[src/rtl/work_countdown_timer_control_defines.svh]
`ifndef WORK_COUNTDOWN_TIMER_CONTROL_DEFINES_SVH
`define WORK_COUNTDOWN_TIMER_CONTROL_DEFINES_SVH

// same-cycle implication, held off during reset
`define WCT_ASSERT_NOW(label, ante, cons, msg) \
	label: assert property (@(posedge clk) disable iff (!arst_n) (ante) |-> (cons)) \
		else $error(msg);

// next-cycle implication, held off during reset
`define WCT_ASSERT_NEXT(label, ante, cons, msg) \
	label: assert property (@(posedge clk) disable iff (!arst_n) (ante) |=> (cons)) \
		else $error(msg);

`endif

[src/rtl/wct_pkg.sv]
`timescale 1ns / 1ps
package wct_pkg;

	typedef enum logic [2:0] {
		MODE_IDLE   = 3'd0,
		MODE_SET    = 3'd1,
		MODE_PAUSED = 3'd2,
		MODE_COUNT  = 3'd3,
		MODE_STATS  = 3'd4
	} mode_t;

	typedef enum logic [2:0] {
		EV_INC   = 3'd0,
		EV_DEC   = 3'd1,
		EV_START = 3'd2,
		EV_ABORT = 3'd3,
		EV_TICK  = 3'd4
	} cmd_t;

	localparam logic [2:0] REG_STEP_SECONDS     = 3'd0;
	localparam logic [2:0] REG_MAX_SECONDS      = 3'd1;
	localparam logic [2:0] REG_TICKS_PER_SECOND = 3'd2;
	localparam logic [2:0] REG_BUZZ_EVERY       = 3'd3;
	localparam logic [2:0] REG_BUZZ_LIMIT       = 3'd4;

	localparam logic [11:0] RST_STEP_SECONDS     = 12'd60;
	localparam logic [15:0] RST_MAX_SECONDS      = 16'd59940;
	localparam logic [3:0]  RST_TICKS_PER_SECOND = 4'd10;
	localparam logic [3:0]  RST_BUZZ_EVERY       = 4'd5;
	localparam logic [4:0]  RST_BUZZ_LIMIT       = 5'd20;

	// bit s set when s is a multiple of the divisor; zero divisor never hits
	function automatic logic [15:0] buzz_mask(input logic [3:0] div);
		logic [15:0] m;
		case (div)
			4'd1:    m = 16'hFFFF;
			4'd2:    m = 16'h5555;
			4'd3:    m = 16'h9249;
			4'd4:    m = 16'h1111;
			4'd5:    m = 16'h8421;
			4'd6:    m = 16'h1041;
			4'd7:    m = 16'h4081;
			4'd8:    m = 16'h0101;
			4'd9:    m = 16'h0201;
			4'd10:   m = 16'h0401;
			4'd11:   m = 16'h0801;
			4'd12:   m = 16'h1001;
			4'd13:   m = 16'h2001;
			4'd14:   m = 16'h4001;
			4'd15:   m = 16'h8001;
			default: m = 16'h0000;
		endcase
		return m;
	endfunction

endpackage

[src/rtl/work_countdown_timer_control.sv]
// Countdown timer controller. One event beat (cmd in tuser, sub_tick in tdata) can be
// taken every clock while results drain. An accepted event is held in the event register
// until the result register can take it. The whole mode update is done combinationally,
// between the event register and the result register, and the result beat is presented
// from the result register until it is taken.
// s_axis_tready follows m_axis_tready combinationally. While a result waits, the event
// register holds one more beat, and input then stalls until the result is taken.
// Configuration writes are accepted every cycle and must be issued only while
// no event is in flight.
`timescale 1ns / 1ps
`include "work_countdown_timer_control_defines.svh"
module work_countdown_timer_control
	import wct_pkg::*;
(
	input  logic        clk,
	input  logic        arst_n,
	input  logic        s_axis_tvalid,
	output logic        s_axis_tready,
	input  logic [7:0]  s_axis_tdata,  // [3:0] sub_tick, [7:4] zero
	input  logic [2:0]  s_axis_tuser,  // [2:0] cmd
	output logic        m_axis_tvalid,
	input  logic        m_axis_tready,
	output logic [55:0] m_axis_tdata,  // [2:0] mode, [18:3] remaining_seconds,
	                                   // [50:19] productive_seconds, [51] buzz, [55:52] zero
	input  logic        cfg_valid,
	output logic        cfg_ready,
	input  logic [2:0]  cfg_index,
	input  logic [15:0] cfg_data
);

	logic [11:0] step_q;
	logic [15:0] max_q;
	logic [3:0]  tps_q;
	logic [3:0]  buzz_every_q;
	logic [4:0]  buzz_limit_q;

	mode_t       mode_q;
	logic [15:0] remaining_q;
	logic [15:0] elapsed_q;
	logic [31:0] prod_q;
	logic [4:0]  buzz_count_q;

	logic        valid_s1;
	cmd_t        cmd_s1;
	logic [3:0]  sub_s1;

	logic        valid_s2;
	mode_t       mode_s2;
	logic [15:0] remaining_s2;
	logic [31:0] prod_s2;
	logic        buzz_s2;

	logic        advance;

	mode_t       mode_d;
	logic [15:0] remaining_d;
	logic [15:0] elapsed_d;
	logic [31:0] prod_d;
	logic [4:0]  buzz_count_d;
	logic        buzz_d;

	logic [16:0] add_sum;
	logic        can_add;
	logic        second_hit;
	logic [15:0] rem_dec;
	logic [15:0] el_inc;
	logic [32:0] flush_sum;
	logic [31:0] flush_sat;
	logic [15:0] buzz_hits;

	assign cfg_ready     = 1'b1;
	assign advance       = valid_s1 && (!valid_s2 || m_axis_tready);
	assign s_axis_tready = !valid_s1 || advance;
	assign m_axis_tvalid = valid_s2;
	assign m_axis_tdata  = {4'd0, buzz_s2, prod_s2, remaining_s2, mode_s2};

	always_ff @(posedge clk or negedge arst_n) begin
		if (!arst_n) begin
			step_q       <= RST_STEP_SECONDS;
			max_q        <= RST_MAX_SECONDS;
			tps_q        <= RST_TICKS_PER_SECOND;
			buzz_every_q <= RST_BUZZ_EVERY;
			buzz_limit_q <= RST_BUZZ_LIMIT;
		end else if (cfg_valid) begin
			case (cfg_index)
				REG_STEP_SECONDS:     step_q       <= cfg_data[11:0];
				REG_MAX_SECONDS:      max_q        <= cfg_data;
				REG_TICKS_PER_SECOND: tps_q        <= cfg_data[3:0];
				REG_BUZZ_EVERY:       buzz_every_q <= cfg_data[3:0];
				REG_BUZZ_LIMIT:       buzz_limit_q <= cfg_data[4:0];
				default: ;
			endcase
		end
	end

	always_ff @(posedge clk or negedge arst_n) begin
		if (!arst_n) begin
			valid_s1 <= 1'b0;
		end else if (s_axis_tready) begin
			valid_s1 <= s_axis_tvalid;
		end
	end

	always_ff @(posedge clk) begin
		if (s_axis_tready && s_axis_tvalid) begin
			cmd_s1 <= cmd_t'(s_axis_tuser);
			sub_s1 <= s_axis_tdata[3:0];
		end
	end

	assign add_sum    = {1'b0, remaining_q} + {5'd0, step_q};
	assign can_add    = add_sum <= {1'b0, max_q};
	assign second_hit = (cmd_s1 == EV_TICK) && (sub_s1 == tps_q);
	assign rem_dec    = (remaining_q != 16'd0) ? remaining_q - 16'd1 : remaining_q;
	assign el_inc     = (remaining_q != 16'd0 && elapsed_q != 16'hFFFF) ?
	                    elapsed_q + 16'd1 : elapsed_q;
	assign buzz_hits  = buzz_mask(buzz_every_q);

	always_comb begin
		mode_d       = mode_q;
		remaining_d  = remaining_q;
		elapsed_d    = elapsed_q;
		buzz_count_d = buzz_count_q;
		buzz_d       = 1'b0;
		flush_sum    = {1'b0, prod_q} + {17'd0, elapsed_q};
		flush_sat    = flush_sum[32] ? 32'hFFFF_FFFF : flush_sum[31:0];
		prod_d       = prod_q;
		case (mode_q)
			MODE_IDLE: begin
				remaining_d = 16'd0;
				elapsed_d   = 16'd0;
				case (cmd_s1)
					EV_INC: begin
						if ({4'd0, step_q} <= max_q) begin
							mode_d       = MODE_SET;
							remaining_d  = {4'd0, step_q};
							buzz_count_d = 5'd0;
						end
					end
					EV_START: mode_d = MODE_STATS;
					EV_TICK: begin
						if (buzz_count_q < buzz_limit_q && buzz_hits[sub_s1]) begin
							buzz_d       = 1'b1;
							buzz_count_d = buzz_count_q + 5'd1;
						end
					end
					default: ;
				endcase
			end
			MODE_SET, MODE_PAUSED: begin
				case (cmd_s1)
					EV_INC: begin
						if (can_add) begin
							remaining_d = add_sum[15:0];
							mode_d      = MODE_SET;
						end
					end
					EV_DEC: begin
						if (remaining_q > {4'd0, step_q}) begin
							remaining_d = remaining_q - {4'd0, step_q};
							mode_d      = MODE_SET;
						end else begin
							remaining_d = 16'd0;
							mode_d      = MODE_IDLE;
						end
					end
					EV_START: mode_d = MODE_COUNT;
					EV_ABORT: begin
						remaining_d = 16'd0;
						mode_d      = MODE_IDLE;
					end
					default: ;
				endcase
			end
			MODE_COUNT: begin
				if (cmd_s1 == EV_START || cmd_s1 == EV_ABORT) begin
					prod_d    = flush_sat;
					elapsed_d = 16'd0;
					mode_d    = (cmd_s1 == EV_START) ? MODE_PAUSED : MODE_IDLE;
				end else if (second_hit) begin
					remaining_d = rem_dec;
					elapsed_d   = el_inc;
					if (rem_dec == 16'd0) begin
						flush_sum = {1'b0, prod_q} + {17'd0, el_inc};
						flush_sat = flush_sum[32] ? 32'hFFFF_FFFF : flush_sum[31:0];
						prod_d    = flush_sat;
						elapsed_d = 16'd0;
						mode_d    = MODE_IDLE;
					end
				end
			end
			default: begin
				if (second_hit) begin
					mode_d = MODE_IDLE;
				end
			end
		endcase
	end

	always_ff @(posedge clk or negedge arst_n) begin
		if (!arst_n) begin
			mode_q       <= MODE_IDLE;
			remaining_q  <= 16'd0;
			elapsed_q    <= 16'd0;
			prod_q       <= 32'd0;
			buzz_count_q <= 5'd0;
		end else if (advance) begin
			mode_q       <= mode_d;
			remaining_q  <= remaining_d;
			elapsed_q    <= elapsed_d;
			prod_q       <= prod_d;
			buzz_count_q <= buzz_count_d;
		end
	end

	always_ff @(posedge clk or negedge arst_n) begin
		if (!arst_n) begin
			valid_s2 <= 1'b0;
		end else if (advance) begin
			valid_s2 <= 1'b1;
		end else if (m_axis_tready) begin
			valid_s2 <= 1'b0;
		end
	end

	always_ff @(posedge clk) begin
		if (advance) begin
			mode_s2      <= mode_d;
			remaining_s2 <= remaining_d;
			prod_s2      <= prod_d;
			buzz_s2      <= buzz_d;
		end
	end

	`WCT_ASSERT_NOW(a_elapsed_only_counting, mode_q != MODE_COUNT, elapsed_q == 16'd0,
		"elapsed time held outside counting mode")
	`WCT_ASSERT_NEXT(a_total_monotonic, advance, prod_q >= $past(prod_q),
		"productive total decreased")
	`WCT_ASSERT_NEXT(a_advance_loads_result, advance, valid_s2,
		"processed event produced no result")
	`WCT_ASSERT_NOW(a_buzz_in_idle, valid_s2 && buzz_s2, mode_s2 == MODE_IDLE,
		"buzz outside idle mode")

endmodule

[config.mk]
export PLATFORM = sky130hd
export DESIGN_NAME = work_countdown_timer_control
export DESIGN_NICKNAME = d
export VERILOG_FILES = /design/src/rtl/wct_pkg.sv /design/src/rtl/work_countdown_timer_control.sv
export VERILOG_INCLUDE_DIRS = /design/src /design/src/rtl
export SDC_FILE = /design/constraint.sdc
export NUM_CORES = 1
export LEC_CHECK = 0
export BUFFER_PORTS_ARGS = -buffer_cell sky130_fd_sc_hd__clkbuf_2
export CAP_MARGIN = 20
export CORE_UTILIZATION = 42
export CTS_BUF_LIST = sky130_fd_sc_hd__clkbuf_8 sky130_fd_sc_hd__clkbuf_16
export DETAILED_ROUTE_END_ITERATION = 8
export SYNTH_ARGS = -nofsm -noshare
export SYNTH_HDL_FRONTEND = slang
export SYNTH_SLANG_ARGS = --single-unit
[constraint.sdc]
create_clock -name clk -period 5.1 [get_ports clk]
set_clock_uncertainty 0.1 [all_clocks]
set_input_delay 1.53 -clock clk [delete_from_list [all_inputs] [get_ports clk]]
set_output_delay 1.53 -clock clk [all_outputs]
set_load 0.02 [all_outputs]
# Word-level counts from Yosys, hierarchy flattened
# Memories as Yosys holds them, arrays and structs flattened.
# Cells that the tools add are included.
# totals
inputBits	35
register_bits	174
romBits	256
mem_count	1
# classes
mux	39
magnitude_cmp	5
addsub	7
reduce_logical	27
n_eq_ne	16
# memory_table
name	words	word_bits	rd	rd_clocked_by_memory_dff	write_ports	line	text
(name not given)	16	16	1	0	0	wct_pkg.sv:35	case (div)
# op_table
operator	n
32-bit two-way mux	6
16-bit two-way mux	9
16-bit one-hot mux with 3 select lines	2
32-bit by 16-bit adder with 33-bit output	2
16-bit one-hot mux with 2 select lines	1
12-bit two-way mux	2
3-bit by 2-bit equality test with 1-bit output, second input constant	6
3-bit two-way mux	6
16-bit by 12-bit adder with 17-bit output	1
17-bit by 16-bit less-or-equal comparator with 1-bit output	1
16-bit by 1-bit adder with 16-bit output, second input constant	1
16-bit by 12-bit > comparator with 1-bit output	1
12-bit by 16-bit less-or-equal comparator with 1-bit output	1
16-bit zero test	1
16-bit != test, second input constant	1
16-bit nonzero test	1
16-bit by 1-bit subtractor with 16-bit output, second input constant	1
16-bit by 12-bit subtractor with 16-bit output	1
3-bit one-hot mux with 4 select lines	1
2-bit AND reduction	6
5-bit two-way mux	2
5-bit one-hot mux with 2 select lines	1
3-bit by 1-bit equality test with 1-bit output, second input constant	3
3-bit zero test	3
other kinds (20)	34

# Depth between registers and ports, before layout
# Gate-level depths: netlist of run 1.
# depth
word_depth	9
mapped_depth	22
depth_no_buf	20

# Worst setup path after synthesis of run 1
# OpenSTA, ideal clock, no wires.
# synth_path
kind	reg-to-reg
from	register remaining_q[0]
to	register remaining_s2[8], data pin
path_stages_with_launch	23
path_buffers	2
synth_period_minus_slack_ps	4738
t_arrival_ps	4380
setup_slack_ps	362
path_cell_list	dfrtp_1 > ha_1 > inv_1 > fa_1 > o21ba_2 > o21ai_0 > a2111oi_2 > nor3_1 > or2_2 > nand3_1 > xnor2_1 > ha_1 > nand4_1 > nor3_1 > nand2_1 > o21ai_0 > a31o_2 > clkbuf_1 > and2_0 > buf_4 > mux2i_1 > o221ai_1 > o221a_2
# synth_via
elab_chain_len	5
word_cells_on_any_way	13
cone_classes	3 x add/sub; 2 x order compare; 7 x mux; 1 x reduce/logical
# synth_rtl
item	line	text
start, declared	work_countdown_timer_control.sv:38	logic [15:0] remaining_q;
start signal, assigned	work_countdown_timer_control.sv:209	remaining_q <= remaining_d;
16-bit by 12-bit adder with 17-bit output, or another cell as far along	work_countdown_timer_control.sv:111	assign add_sum = {1'b0, remaining_q} + {5'd0, step_q};
17-bit by 16-bit less-or-equal comparator with 1-bit output or 16-bit two-way mux (tied branches)	work_countdown_timer_control.sv:112, work_countdown_timer_control.sv:114	
16-bit two-way mux (on tied branches)	work_countdown_timer_control.sv:153, work_countdown_timer_control.sv:180	
16-bit one-hot mux with 3 select lines or 16-bit two-way mux (tied branches)	work_countdown_timer_control.sv:151, work_countdown_timer_control.sv:176	
16-bit one-hot mux with 3 select lines (*)	work_countdown_timer_control.sv:128	case (mode_q)
via remaining_d[8]	work_countdown_timer_control.sv:56	logic [15:0] remaining_d;
end signal, assigned	work_countdown_timer_control.sv:229	remaining_s2 <= remaining_d;
end, declared	work_countdown_timer_control.sv:49	logic [15:0] remaining_s2;
# Mark *: on every way through the listed nets, which the timed path passes. The rest lies on a longest branch.
# A chain may end at the register's enable or synchronous reset.

# Worst setup path in the final report of run 1
# layout_path
from	register step_q[4]
to	register remaining_s2[3], data pin
# layout_via
elab_chain_len	5
word_cells_on_any_way	10
cone_classes	1 x add/sub; 3 x order compare; 6 x mux
# layout_rtl
item	line	text
start, declared	work_countdown_timer_control.sv:31	logic [11:0] step_q;
start signal, assigned	work_countdown_timer_control.sv:86	REG_STEP_SECONDS: step_q <= cfg_data[11:0];
16-bit by 12-bit adder with 17-bit output	work_countdown_timer_control.sv:111	
17-bit by 16-bit less-or-equal comparator with 1-bit output	work_countdown_timer_control.sv:112	assign can_add = add_sum <= {1'b0, max_q};
16-bit two-way mux	work_countdown_timer_control.sv:153	if (can_add) begin
16-bit one-hot mux with 3 select lines	work_countdown_timer_control.sv:151	case (cmd_s1)
16-bit one-hot mux with 3 select lines (*)	work_countdown_timer_control.sv:128	
via remaining_d[3]	work_countdown_timer_control.sv:56	
# Marked as above.

==> run_results.csv, run 1 <==
group,metric,value,unit
status,status,"finished, final reports clean",
route,remaining_drc_errors,0,
sta,finalHoldViolations,0,
logic_synthesis,syn_area_per_cell,8.64,µm²
clocking,cts_buffers,17,
placed_design,io_buffers,84,
critical_path,endpoint_kind,"flip-flop",
die,num_rows,66,
logic_synthesis,netlist_instances,1622,
global_route,grt_max_degree,57,
pwr,peakVddDrop,0.268,mV
global_route,grt_overflow_total,0,
logic_synthesis,synth.yosys.seq_area_share,0.333,
pwr,power_density,476,nW/µm²
placed_design,hpwl,31.9,mm
clocking,clkLatencyLatePin,0.46,ns
min_path,hold_path.class,"flip-flop to flip-flop",
logic_synthesis,synth_area,14000,µm²
route,dr_total_vias,13100,
layout,antenna_cells,0,
critical_path,r2r_start,"step_q[4]",
logic_synthesis,yosysWarnings,0,
critical_path,startpoint_type,"flip-flop",
die,io_pins,94,
min_path,min_from,"valid_s1",
sta,finalSetupViolCount,0,
min_path,min_to,"m_axis_tvalid",
logic_synthesis,synth_cell_types,96,
flow_run,max-cap-violations,0,
sta,min_period_over_period,0.953,
layout,nets,1842,
clocking,clk_pin_slew,0.08,ns
critical_path,worstPathRequired,5.33,ns
global_route,grt_pass1_wl,68.6,mm
layout,drive_gt1_frac,0.174,
pwr,leakage,6.61,nW
route,drt_iter0_drc,1128,
layout,final_core_util,0.482,
logic_synthesis,ys_ff_latch,174,
die,fp.dieArea,34100,µm²
sta,fmax,206,MHz
clocking,cts_htree_levels,4,
route,via_per_inst,6.05,
sta,slew_violations,0,
critical_path,rr_worst_depth,21,
global_route,grt_pass1_vias,12500,
route,drt-total-wl,43.4,mm
global_route,grt_usage,0.260,
critical_path,critical_path_class,"flip-flop to flip-flop",
clocking,cts_buffer_depth,2,
critical_path,cp.arrival,5.10,ns
die,core_area,32700,µm²
critical_path,ff2ff_setup_slack,0.24,ns
sta,worst_pin_slew,1.04,ns
route,wl_per_cell,20.1,µm
die,die_y,185,µm
die,initial_core_util,0.428,
die,fp.dieW,185,µm
route,final_antenna_net_count,0,
logic_synthesis,synth_enable_flop_cells,59,
critical_path,path_max_fanout,6,
min_path,holdPathStages,1,
clocking,clock-root-buffer,"clkbuf_16",
sta,maxSlewHeadroom,0.306,
sta,setup_tns,0,ns
critical_path,timing.rr.end,"remaining_s2[3]",
logic_synthesis,async_flop_share,0.661,
placed_design,gp_congestion,0.952,
sta,min_period,4.86,ns
clocking,tritoncts,"done",
logic_synthesis,synthFlopType,"dfrtp_1",
global_route,antenna_found_initial,0,
route,drtPass1Iterations,5,
layout,syn_to_final_growth,12.5,%
clocking,clock_sinks,174,
## final cells by class
class | instances | area, µm²
Multi-Input combinational cell | 1285 | 8720
Sequential cell | 174 | 4670
Inverter | 63 | 236
Clock inverter | 15 | 110
Tap cell | 442 | 553
Timing Repair Buffer | 165 | 1050
Clock buffer | 17 | 425
Fill cell | 3161 | 16900
## cells in the mapped netlist, types with 11 or more instances
master,count,area [µm²]
a211oi_1,22,165
a21o_1,21,158
a21oi_1,106,531
a221oi_1,15,131
a22o_1,11,96.3
a31oi_1,32,200
and2_1,15,93.8
and3_1,22,138
buf_2,21,105
clkbuf_1,68,255
dfrtp_1,98,2450
dfstp_2,17,447
edfxtp_1,59,1770
ha_1,97,1210
inv_1,62,233
mux2_2,24,270
mux2i_1,11,110
nand2_1,160,601
nand2b_1,26,163
nand3_1,40,200
nand4_1,24,150
nor2_1,120,450
nor2b_1,13,81.3
nor3_1,27,135
o211ai_1,18,135
o21ai_0,144,721
o21ai_1,12,60.1
o22a_1,13,114
o31ai_1,15,113
or2_2,11,68.8
or3_1,12,75.1
xnor2_1,37,324
xor2_1,37,324
## layout by cell type (no fill, tap or decap), types with 12 or more instances in the layout
cell type	count
and3_1	22
nand3_1	39
nand4_1	24
nand2b_1	26
nor3_1	25
o21ai_0	142
nor2b_1	13
dfrtp_1	98
and2_1	15
or3_1	12
inv_1	61
a211oi_1	22
a21oi_1	105
xnor2_1	37
clkbuf_16	17
a221oi_1	15
edfxtp_1	59
clkbuf_2	83
o211ai_1	18
a31oi_1	31
dfstp_2	17
o22a_1	13
a21o_1	21
nand2_1	160
o31ai_1	15
nor2_1	120
mux2_2	24
buf_4	78
ha_1	97
o21ai_1	13
xor2_1	37
## through the flow
step	worst slack [ns]	cell area [µm²]	std cells	hold WS, ns	power, W
after floorplan	0.362	14000	1625	0.357	0.00489
after global placement	0.115	15200	2125	0.391	0.00610
after detailed placement	0.0920	15200	2126	0.393	0.00614
after CTS	0.0962	15700	2158	0.414	0.00742
after global routing	-0.0136	15800	2161	0.464	0.00799
final	0.239	15800	2161	0.414	0.00750
## registers in the layout, indices dropped and copies added, names as in the netlist, 3 cells and up
| signal | cells |
|---|---|
| cmd_s1 | 3 |
| remaining_s2 | 16 |
| buzz_every_q | 4 |
| max_q | 16 |
| mode_q | 3 |
| elapsed_q | 16 |
| tps_q | 4 |
| mode_s2 | 3 |
| sub_s1 | 4 |
| prod_q | 32 |
| buzz_count_q | 5 |
| buzz_limit_q | 5 |
| remaining_q | 16 |
| prod_s2 | 32 |
| step_q | 12 |
## metal layers
metal  track usage  part of all wire  vias to the layer above
met1         0.362              0.47                     6353
met3        0.0342             0.051                       77
met5             0                 0                        -
met4         0.102             0.028                        0
met2         0.408              0.45                      422
li1              -                 -                     6224
## where the power goes
part	leakage (nW)	switching, W	internal [W]
Sequential	2.05	0.000304	0.00180
Clock	0.262	0.000621	0.000630
Combinational	4.29	0.00250	0.00165
Total	6.61	0.00342	0.00408
## worst max-delay path: stages (launching register included)
cell	delay, ns
dfstp_2	0.58
inv_1	0.07
ha_1	0.29
nor2b_1	0.19
nor2_1	0.11
a2111oi_4	0.44
nor3_2	0.10
or2_2	0.36
nand3_1	0.11
xnor2_1	0.09
ha_1	0.31
nand4_1	0.15
nor3_2	0.23
nand2_1	0.09
o21ai_0	0.08
a31o_2	0.22
and2_0	0.19
buf_4	0.16
nor2_1	0.04
o311a_1	0.36
a221oi_1	0.27
buf_4	0.19
## cells by family (layout without fill, tap and decap cells)
kind of cell | after synthesis | after routing | share of synthesized area
AO/OA/AOI/OAI | 538 | 538 | 0.255
AND/OR/NAND/NOR | 531 | 531 | 0.193
flip-flops | 174 | 174 | 0.333
buffers and inverters | 166 | 260 | 0.0504
adder cells (fa/ha/maj) | 101 | 101 | 0.0923
XOR/XNOR | 74 | 74 | 0.0463
multiplexers | 36 | 36 | 0.0288
other | 2 | 5 | 0.000536
## repair_timing
action | in CTS | in global routing
hold buffers | 0 | 0
setup endpoints to repair | 1 | 57
gates cloned | 0 | 0
setup buffers | 0 | 2
resized for setup | 1 | 10
pin swaps | 0 | 4
## worst max-delay path by stage
stage | endpoint | startpoint
2_1_floorplan | remaining_s2[8] | remaining_q[0]
3_3_place_gp | prod_s2[23] | remaining_q[0]
3_5_place_dp | remaining_s2[10] | remaining_q[0]
4_1_cts | remaining_s2[10] | step_q[4]
5_1_grt | remaining_s2[3] | step_q[2]
6_report | remaining_s2[3] | step_q[4]
No activity file was read; power rests on OpenSTA's default activity.
==> inputs of run 2 (changes only) <==
--- a/config.mk
+++ b/config.mk
@@ -6,11 +6,10 @@
 export SDC_FILE = /design/constraint.sdc
 export NUM_CORES = 1
 export LEC_CHECK = 0
-export BUFFER_PORTS_ARGS = -buffer_cell sky130_fd_sc_hd__clkbuf_2
 export CAP_MARGIN = 20
 export CORE_UTILIZATION = 42
-export CTS_BUF_LIST = sky130_fd_sc_hd__clkbuf_8 sky130_fd_sc_hd__clkbuf_16
 export DETAILED_ROUTE_END_ITERATION = 8
+export DONT_BUFFER_PORTS = 1
 export SYNTH_ARGS = -nofsm -noshare
 export SYNTH_HDL_FRONTEND = slang
 export SYNTH_SLANG_ARGS = --single-unit
==> run 2 against run 1 <==
Against the previous run: worst setup slack worse by 0.018 ns; core utilization is 1.1 points lower; final cell count is 3.8% lower; first-iteration DRC count is 22% higher; clock power is 8% higher.
==> run_results.csv, run 2 (same netlist as run 1, synthesis figures left out) <==
group,metric,value,unit
status,status,"finished, final reports clean",
placed_design,dpl_worst_slack,0.156,ns
global_route,antenna_found_initial,0,
route,wl_per_cell,20.7,µm
sta,setup_tns,0,ns
clocking,cts_htree_levels,4,
sta,finalHoldViolations,0,
pwr,pwr-share-clk,0.178,
sta,maxSlewHeadroom,0.353,
global_route,grt_usage,0.260,
layout,fillerInstances,3185,
placed_design,hpwl,31.4,mm
sta,slew_violations,0,
sta,setup_slack,0.221,ns
placed_design,io_buffers,0,
sta,min_period,4.88,ns
layout,syn_to_final_growth,9.95,%
global_route,grt_max_degree,116,
route,final_antenna_net_count,0,
layout,top_regs,"prod_q: 32 flops, prod_s2: 32 flops",
min_path,hold_path.class,"flip-flop to flip-flop",
die,initial_core_util,0.428,
critical_path,critical_path_class,"flip-flop to flip-flop",
die,num_rows,66,
clocking,clock_sinks,174,
layout,final_cell_area,15400,µm²
clocking,cts_buffers,17,
clocking,clock-root-buffer,"clkbuf_16",
clocking,clk_pin_slew,0.08,ns
route,drt-total-wl,43.0,mm
critical_path,startpoint_type,"flip-flop",
die,core_area,32700,µm²
layout,antenna_cells,0,
clocking,cts_buffer_depth,2,
layout,drive_gt1_frac,0.133,
global_route,grt_pass1_wl,68.5,mm
placed_design,gp_congestion,0.969,
pwr,power_frac_seq,0.295,
pwr,peakVddDrop,0.336,mV
pwr,p_sw,0.00340,W
clocking,tritoncts,"done",
route,dr_total_vias,12900,
sta,finalSetupViolCount,0,
clocking,clkLatencyLatePin,0.46,ns
pwr,leakage,6.28,nW
layout,nets,1760,
critical_path,worstPathRequired,5.32,ns
critical_path,endpoint_kind,"flip-flop",
sta,holdWs,0.398,ns
global_route,grt_overflow_total,0,
layout,final_core_util,0.471,
placed_design,placed_area,14700,µm²
die,io_pins,94,
route,drtPass1Iterations,6,
pwr,combPwrFrac,0.527,
critical_path,path_max_fanout,7,
flow_run,max-cap-violations,0,
layout,layout_commonest_cell,"nand2_1",
route,drt_iter0_drc,1381,
sta,min_period_over_period,0.957,
clocking,cts_hold_buf,0,
pwr,switching_share,0.449,
layout,final_cell_mix,"160 x nand2_1, 144 x o21ai_0, 120 x nor2_1",
route,via_per_inst,6.19,
sta,worst_pin_slew,0.966,ns
die,fp.dieW,185,µm
sta,fmax,205,MHz
global_route,grt_pass1_vias,12300,
pwr,intPower,0.00416,W
pwr,power_density,491,nW/µm²
die,fp.dieArea,34100,µm²
critical_path,cp.arrival,5.10,ns
route,remaining_drc_errors,0,
die,die_y,185,µm
## run 2: cell type report
type | count | area, µm² | share of cell area
multi-input combinational | 1285 | 8730 | 0.566
sequential | 174 | 4670 | 0.303
timing repair buffer | 83 | 633 | 0.0411
tap | 442 | 553 | 0.0359
clock buffer | 18 | 429 | 0.0279
inverter | 63 | 238 | 0.0154
clock inverter | 14 | 154 | 0.00999
## run 2: layer usage
| layer | vias to the layer above | share of wire | GRT usage |
|---|---|---|---|
| met4 | 0 | 0.030 | 0.0979 |
| met1 | 6204 | 0.46 | 0.361 |
| met2 | 514 | 0.45 | 0.405 |
| met5 | - | 0 | 0 |
| li1 | 6065 | - | - |
| met3 | 86 | 0.063 | 0.0401 |
## run 2: power groups by stage
stage	combinational [W]	clock (W)	sequential (W)
3_5_place_dp	0.00384	0	0.00225
6_report	0.00398	0.00135	0.00223
3_3_place_gp	0.00379	0	0.00224
5_1_grt	0.00438	0.00143	0.00227
4_1_cts	0.00387	0.00139	0.00222
2_1_floorplan	0.00278	0	0.00211
## run 2: worst max-delay path, cell delays in order (launching register included)
cell       delay [ns]
dfstp_2          0.53
inv_1            0.06
ha_1             0.33
o21ba_2          0.17
o21ai_0          0.07
buf_4            0.16
a2111oi_4        0.38
nor3_2           0.10
or2_2            0.32
nand3_1          0.10
xnor2_1          0.09
ha_1             0.32
nand4_1          0.15
nor3_2           0.24
nand2_1          0.09
o21ai_0          0.08
a31o_2           0.22
and2_0           0.18
buf_4            0.16
nor2_1           0.05
o311a_1          0.37
a221oi_1         0.30
buf_4            0.19
## run 2: final timing paths
check,slack (ns),endpoint,from,depth (start not counted)
max,0.22,remaining_s2[3],step_q[2],22
min,0.40,m_axis_tvalid,valid_s1,1
max reg2reg,0.22,remaining_s2[3],step_q[2],22
min reg2reg,0.40,m_axis_tvalid,valid_s1,1
max in group asynchronous,3.98,prod_q[22],arst_n,0
min in group asynchronous,0.68,buzz_every_q[3],arst_n,0
## run 2: metrics by stage
step                      instances  total power (W)
after floorplan                1625          0.00489
final                          2079          0.00756
after global routing           2079          0.00807
after global placement         2043          0.00604
after CTS                      2076          0.00748
after detailed placement       2044          0.00609
## run 2: repair_timing
item | 4_1_cts | 5_1_grt
endpoints found under the setup margin | 0 | 72
buffers inserted | 0 | 3
resized for setup | 0 | 10
